File: config.mk
export PLATFORM = sky130hd
export DESIGN_NAME = gyro_frame_deframer_unit
export DESIGN_NICKNAME = d
export VERILOG_FILES = /design/src/sv/gfd_pkg.sv /design/src/sv/gfd_check.sv /design/src/sv/gyro_frame_deframer_unit.sv
export SDC_FILE = /design/constraint.sdc
export NUM_CORES = 1
export LEC_CHECK = 0
export ABC_CLOCK_PERIOD_IN_PS = 7900
export BUFFER_PORTS_ARGS = -buffer_cell sky130_fd_sc_hd__buf_2
export CELL_PAD_IN_SITES_DETAIL_PLACEMENT = 1
export CELL_PAD_IN_SITES_GLOBAL_PLACEMENT = 1
export CORE_UTILIZATION = 47
export DETAILED_ROUTE_END_ITERATION = 12
export PLACE_DENSITY_LB_ADDON = 0.1
export SLEW_MARGIN = 20
export SYNTH_ARGS = -nofsm -noshare
export SYNTH_HDL_FRONTEND = slang
export SYNTH_HIERARCHICAL = 1
export SYNTH_SLANG_ARGS = --single-unit
File: constraint.sdc
create_clock -name clock -period 7.9 [get_ports clock]
set_input_delay 1.185 -clock clock [delete_from_list [all_inputs] [get_ports clock]]
set_output_delay 1.185 -clock clock [all_outputs]
set_load 0.02 [all_outputs]
File: src/sv/gfd_pkg.sv
// ----------------------------------------------------------------------------
// gfd_pkg
// Shared types and constants for the gyro frame deframer.
// ----------------------------------------------------------------------------
package gfd_pkg;

   // byte position within a frame
   localparam logic [3:0] POS_IDLE  = 4'd0;
   localparam logic [3:0] POS_FIRST = 4'd1;
   localparam logic [3:0] POS_LAST  = 4'd8;
   localparam logic [3:0] POS_LIMIT = 4'd9;

   // frame start marker in a received byte
   localparam int unsigned SYNC_BIT = 7;
   // temperature byte flag: set means low bits only
   localparam int unsigned TEMP_LOW_FLAG = 7;

   // decoded result of one frame
   typedef struct packed {
      logic signed [15:0] rate_raw;
      logic        [7:0]  status_byte;
      logic        [15:0] word_b;
      logic        [13:0] temperature_raw;
      logic               temperature_ready;
      logic               checksum_ok;
   } result_type;

   // check and temperature outcome from the check stage
   typedef struct packed {
      logic        checksum_ok;
      logic        temperature_ready;
      logic [13:0] temperature_raw;
      logic        low_bits_load;
      logic [6:0]  low_bits;
   } check_type;

endpackage

File: src/sv/gfd_check.sv
// ----------------------------------------------------------------------------
// gfd_check
// Frame check byte comparison and temperature assembly for a complete frame.
// ----------------------------------------------------------------------------
module gfd_check (
   input  logic [7:0]          check_value,
   input  logic [15:0]         b_value,
   input  logic [7:0]          c_value,
   input  logic [7:0]          t_value,
   input  logic [15:0]         r_value,
   input  logic [6:0]          temp_low_bits,
   output gfd_pkg::check_type  check
);

   logic [7:0] sum;
   logic [7:0] expected;

   // byte sum of R, T, C and B, wrapping at 8 bits
   assign sum = r_value[7:0] + r_value[15:8] + t_value + c_value
              + b_value[7:0] + b_value[15:8];
   assign expected = ~(sum - 8'd1);

   // pick the temperature form when the check passes
   always_comb begin
      check.checksum_ok       = (expected == check_value);
      check.temperature_ready = 1'b0;
      check.temperature_raw   = '0;
      check.low_bits_load     = 1'b0;
      check.low_bits          = t_value[6:0];
      if (check.checksum_ok) begin
         if (t_value[gfd_pkg::TEMP_LOW_FLAG]) begin
            check.low_bits_load   = 1'b1;
            check.temperature_raw = {7'd0, t_value[6:0]};
         end else begin
            check.temperature_ready = 1'b1;
            check.temperature_raw   = {t_value[6:0], temp_low_bits};
         end
      end
   end

endmodule

File: src/sv/gyro_frame_deframer_unit.sv
// ----------------------------------------------------------------------------
// gyro_frame_deframer_unit
// Unpacks serial gyro frames, one byte per transaction, and emits one decoded
// result on the eighth byte of each frame.
// ----------------------------------------------------------------------------
//  channel | direction | payload
//  req     | in        | rx_byte (8)
//  rsp     | out       | rate_raw, status_byte, word_b, temperature_raw,
//          |           | temperature_ready, checksum_ok
//
//  One byte per cycle while req_ready is high; the unpack and frame check sit
//  between the frame state registers and the result register, so a result
//  appears in the cycle after its eighth byte is taken. Synchronous reset clears
//  the byte position and all frame state. A stalled result holds its register;
//  req_ready stays high while that register is empty or being drained.
// ----------------------------------------------------------------------------
module gyro_frame_deframer_unit (
   input  logic               clock,
   input  logic               reset,
   input  logic               req_valid,
   output logic               req_ready,
   input  logic [7:0]         req_rx_byte,
   output logic               rsp_valid,
   input  logic               rsp_ready,
   output logic signed [15:0] rsp_rate_raw,
   output logic [7:0]         rsp_status_byte,
   output logic [15:0]        rsp_word_b,
   output logic [13:0]        rsp_temperature_raw,
   output logic               rsp_temperature_ready,
   output logic               rsp_checksum_ok
);

   logic [3:0]  pos_ff,   pos_in;
   logic [7:0]  check_ff, check_in;
   logic [15:0] b_ff,     b_in;
   logic [7:0]  c_ff,     c_in;
   logic [7:0]  t_ff,     t_in;
   logic [15:0] r_ff,     r_in;
   logic [6:0]  low_ff;
   logic        rsp_valid_ff;
   gfd_pkg::result_type result_ff, result_in;
   gfd_pkg::check_type  check;
   logic        accept;
   logic        frame_done;

   assign req_ready  = !rsp_valid_ff || rsp_ready;
   assign accept     = req_valid && req_ready;
   assign frame_done = accept && (pos_in == gfd_pkg::POS_LAST);

   // advance the byte position, restart on sync, saturate past the frame
   always_comb begin
      if (req_rx_byte[gfd_pkg::SYNC_BIT]) begin
         pos_in = gfd_pkg::POS_FIRST;
      end else if (pos_ff < gfd_pkg::POS_LIMIT) begin
         pos_in = pos_ff + 4'd1;
      end else begin
         pos_in = pos_ff;
      end
   end

   // unpack the 7-bit payload of the current byte into the frame fields
   always_comb begin
      check_in = check_ff;
      b_in     = b_ff;
      c_in     = c_ff;
      t_in     = t_ff;
      r_in     = r_ff;
      case (pos_in)
         4'd1: begin
            check_in = {req_rx_byte[6:0], 1'b0};
         end
         4'd2: begin
            check_in = check_ff + {7'd0, req_rx_byte[6]};
            b_in     = {req_rx_byte[5:0], 10'd0};
         end
         4'd3: begin
            b_in = b_ff + {6'd0, req_rx_byte[6:0], 3'd0};
         end
         4'd4: begin
            b_in = b_ff + {13'd0, req_rx_byte[6:4]};
            c_in = {req_rx_byte[3:0], 4'd0};
         end
         4'd5: begin
            c_in = c_ff + {4'd0, req_rx_byte[6:3]};
            t_in = {req_rx_byte[2:0], 5'd0};
         end
         4'd6: begin
            t_in = t_ff + {3'd0, req_rx_byte[6:2]};
            r_in = {req_rx_byte[1:0], 14'd0};
         end
         4'd7: begin
            r_in = r_ff + {2'd0, req_rx_byte[6:0], 7'd0};
         end
         4'd8: begin
            r_in = r_ff + {9'd0, req_rx_byte[6:0]};
         end
         default: begin
         end
      endcase
   end

   // check the completed frame
   gfd_check u_check (
      .check_value   (check_in),
      .b_value       (b_in),
      .c_value       (c_in),
      .t_value       (t_in),
      .r_value       (r_in),
      .temp_low_bits (low_ff),
      .check         (check)
   );

   // assemble the result transaction
   always_comb begin
      result_in.rate_raw          = r_in;
      result_in.status_byte       = c_in;
      result_in.word_b            = b_in;
      result_in.temperature_raw   = check.temperature_raw;
      result_in.temperature_ready = check.temperature_ready;
      result_in.checksum_ok       = check.checksum_ok;
   end

   // hold frame state, update on each accepted byte
   always_ff @(posedge clock) begin
      if (reset) begin
         pos_ff   <= gfd_pkg::POS_IDLE;
         check_ff <= '0;
         b_ff     <= '0;
         c_ff     <= '0;
         t_ff     <= '0;
         r_ff     <= '0;
         low_ff   <= '0;
      end else if (accept) begin
         pos_ff   <= pos_in;
         check_ff <= check_in;
         b_ff     <= b_in;
         c_ff     <= c_in;
         t_ff     <= t_in;
         r_ff     <= r_in;
         if (frame_done && check.low_bits_load) begin
            low_ff <= check.low_bits;
         end
      end
   end

   // result register: load on frame end, drop once taken
   always_ff @(posedge clock) begin
      if (reset) begin
         rsp_valid_ff <= 1'b0;
      end else if (frame_done) begin
         rsp_valid_ff <= 1'b1;
      end else if (rsp_ready) begin
         rsp_valid_ff <= 1'b0;
      end
   end

   always_ff @(posedge clock) begin
      if (frame_done) begin
         result_ff <= result_in;
      end
   end

   assign rsp_valid             = rsp_valid_ff;
   assign rsp_rate_raw          = result_ff.rate_raw;
   assign rsp_status_byte       = result_ff.status_byte;
   assign rsp_word_b            = result_ff.word_b;
   assign rsp_temperature_raw   = result_ff.temperature_raw;
   assign rsp_temperature_ready = result_ff.temperature_ready;
   assign rsp_checksum_ok       = result_ff.checksum_ok;

endmodule

==> reports/results.ini <==
[setup_path]
crit_path_start=pos_ff[0]$_SDFFE_PP0P_
cp.required_ns=8.16
critPathCaptureType=flip-flop
cp.depth=23
slowest_stage=fa_1
path_cells=inv_1 > ha_1 > inv_1 > a211oi_1 > nor2_1 > and3_1 > nor2_1 > a22o_1 > fa_1 > inv_1 > fa_1 > fa_1 > inv_1 > fa_1 > inv_1 > fa_1 > xor2_1 > nor4_1 > nand4_1 > nor3_1 > nand3_1 > nand2_1 > a21oi_1
path_max_fanout=8
critPathMaxStageDelay_ns=0.55
endpoint=low_ff[0]$_SDFFE_PP0P_
r2r_end=low_ff[0]$_SDFFE_PP0P_
worstPathArrival_ns=7.67
worst_r2r_path_depth=23
r2r_start=pos_ff[0]$_SDFFE_PP0P_
path_class=flip-flop to flip-flop
startpoint_type=flip-flop
rrSetupSlack_ns=0.49
critPathTopFamily=adder cells
crit_buf_inv=5

[sta]
setup_ws_ns=0.490
relSlewSlack_pct=33.7
worstMarginPinSlew_ns=0.982
max_freq_mhz=135
period_minus_slack_ns=7.41
rsz0062_at_grt=false
fin_crit_sh_pct=93.8
setup-tns-final_ns=0
holdWs_ns=0.460
final_hold_viol_count=0
fin_worst_skew_ns=0.0108
report.final.slew_viol_count=0
setup_viol=0

[yosys]
syn_nets=1088
synth_flop_cell=dfxtp_1
async_flop_share_pct=0
yosys-top-cells-count=78 x inv_1, 77 x nand2_1, 75 x a21oi_1
yosysUniqueCellTypes=83
post-synth-top-area-fraction_pct=18.7
postSynthAreaPerCell_um2=9.06
yosysTopAreaCell=edfxtp_1
yosysWarnings=6
syn_inst=992
post_synth_main_area_contributors=edfxtp_1 19%, dfxtp_1 15%, ha_1 7.4%
yosysMostFrequentCell=inv_1
synth_seq_area_share_pct=33.9
synth-seq-cells=124
synth_edf_count=56
synth_area_mm2=0.00899

[die]
core.rowCount=50
io_pins=70
design.core.area_mm2=0.0187
die_w_um=140
die_y_um=140
start_util_pct=48.0
dieArea_mm2=0.0197

[routing]
vias=8088
ant_nets=0
routed_wl_mm=29.2
drc=0
firstDrtPassIters=5
routed_via_density=6.22
wire_per_inst_um=22.5
drt_first_iter_violations=553

[clock_tree]
cts_buffer_depth=2
post_cts_resized=0
cts_htree_levels=4
clk-insertion-delay-late_ns=0.43
cts_made_buffers=17
cts.sinks=124
cts-root-buf=clkbuf_16
postCtsHoldBufs=0
tritoncts=built
clk_pin_slew_ns=0.06
post-cts-setup-buffer-count=0

[grt]
global_route.usage.total_pct=30.8
grt_overflow_total=0
first_global_vias=8248
antenna_found_initial=0
grt_pass1_wl_mm=46.0
grt_max_degree=62

[power]
powerDensity_mw_per_mm2=212
ir_worst_vdd_uv=170
p_leak_nw=3.87

[layout]
post_layout_nonfiller_instances=1300
n_antenna_cell=0
nNetsFinal=1149
area_delta_synth_final_pct=12.6
drive_above_1_share_pct=15.1
fillers=2177

[place]
port-buffer-count=69
place_inst=1268
place_congestion=0.879
dp_hpwl_mm=21.0
dpl_worst_slack_ns=0.358

[status]
outcome=finished, final reports clean

[worst_hold_path]
min_path_type=flip-flop to flip-flop

[run]
cap_violations=0

==> where the power goes <==
group	switching (mW)	internal [mW]	total, mW
combinational	0.447	0.236	0.684
clock	0.331	0.437	0.769
sequential	0.0171	0.680	0.697
total	0.796	1.35	2.15
==> layer usage <==
layer,vias up,wire (µm),GRT usage (%)
met2,266,13600,50.5
met5,-,0,0
met4,0,942,12.6
met1,4006,13100,40.8
met3,61,1500,4.41
li1,3755,-,-
==> how the worst min path moves through the flow <==
stage | to | cells after the start | start
after floorplan | low_ff[2]$_SDFFE_PP0P_ | 2 | low_ff[2]$_SDFFE_PP0P_
after global placement | low_ff[5]$_SDFFE_PP0P_ | 2 | low_ff[5]$_SDFFE_PP0P_
after detailed placement | low_ff[2]$_SDFFE_PP0P_ | 2 | low_ff[2]$_SDFFE_PP0P_
after CTS | low_ff[4]$_SDFFE_PP0P_ | 2 | low_ff[4]$_SDFFE_PP0P_
after global routing | low_ff[4]$_SDFFE_PP0P_ | 2 | low_ff[4]$_SDFFE_PP0P_
final | low_ff[4]$_SDFFE_PP0P_ | 2 | low_ff[4]$_SDFFE_PP0P_
==> tightest hold or removal path: stages, from the launching register on <==
cell and delay (ns):
dfxtp_1 0.31, nand2_1 0.05, a21oi_1 0.05
==> cell type report <==
class / instances / area [µm²] / share of cell area (%)
flip-flops and latches: 124 / 3040 / 30.1
multi-input cells: 739 / 5410 / 53.4
inverters: 79 / 297 / 2.93
clock buffers: 17 / 425 / 4.20
well taps: 234 / 293 / 2.89
clock inverters: 15 / 139 / 1.37
repair buffers: 92 / 518 / 5.12
==> through the flow <==
step	utilization (%)	power, mW	instance area (µm²)
finish	54.1	2.15	10100
global route	54.1	2.25	10100
CTS	54.1	2.15	10100
detailed placement	51.1	1.38	9550
global placement	51.1	1.35	9550
floorplan	-	1.23	8990
==> cell usage in the layout (no fill, tap or decap), types with 5 or more instances in the layout <==
master / instances
nor4_1: 18
o211a_1: 7
nand3b_1: 5
a31oi_1: 12
xnor2_1: 32
buf_4: 23
dfxtp_1: 68
buf_2: 69
o211ai_1: 10
inv_1: 78
o21ai_0: 65
nand4_1: 10
clkbuf_16: 17
a22o_1: 13
nor2_1: 62
nand2b_1: 14
mux2i_1: 9
a21oi_1: 75
a211oi_1: 24
xor2_1: 11
and2_1: 7
a21o_1: 14
nand2_1: 76
nand3_1: 34
ha_1: 53
nor3_1: 17
o21a_1: 15
and3_1: 11
edfxtp_1: 56
nor2b_1: 10
o21ba_2: 11
fa_1: 31
==> flip-flops by register name (all words and copies together) (netlist names) <==
signal                 cells
t_ff                       8
pos_ff                     4
low_ff                     7
rsp_valid                  1
rsp_rate_raw              16
rsp_status_byte            8
rsp_temperature_raw       14
check_ff                   8
rsp_temperature_ready      1
r_ff                      16
rsp_word_b                16
b_ff                      16
rsp_checksum_ok            1
c_ff                       8
==> logic make-up after synthesis <==
logic type      count (synthesis)  synth area share [%]
compound gates                313                  23.9
buf+inv                       129                  6.06
flops                         124                  33.9
xor+xnor                       46                  4.94
simple gates                  283                  15.5
mux                            13                  1.50
fa+ha+maj                      84                  14.3
(Power assumes the default switching activity.)
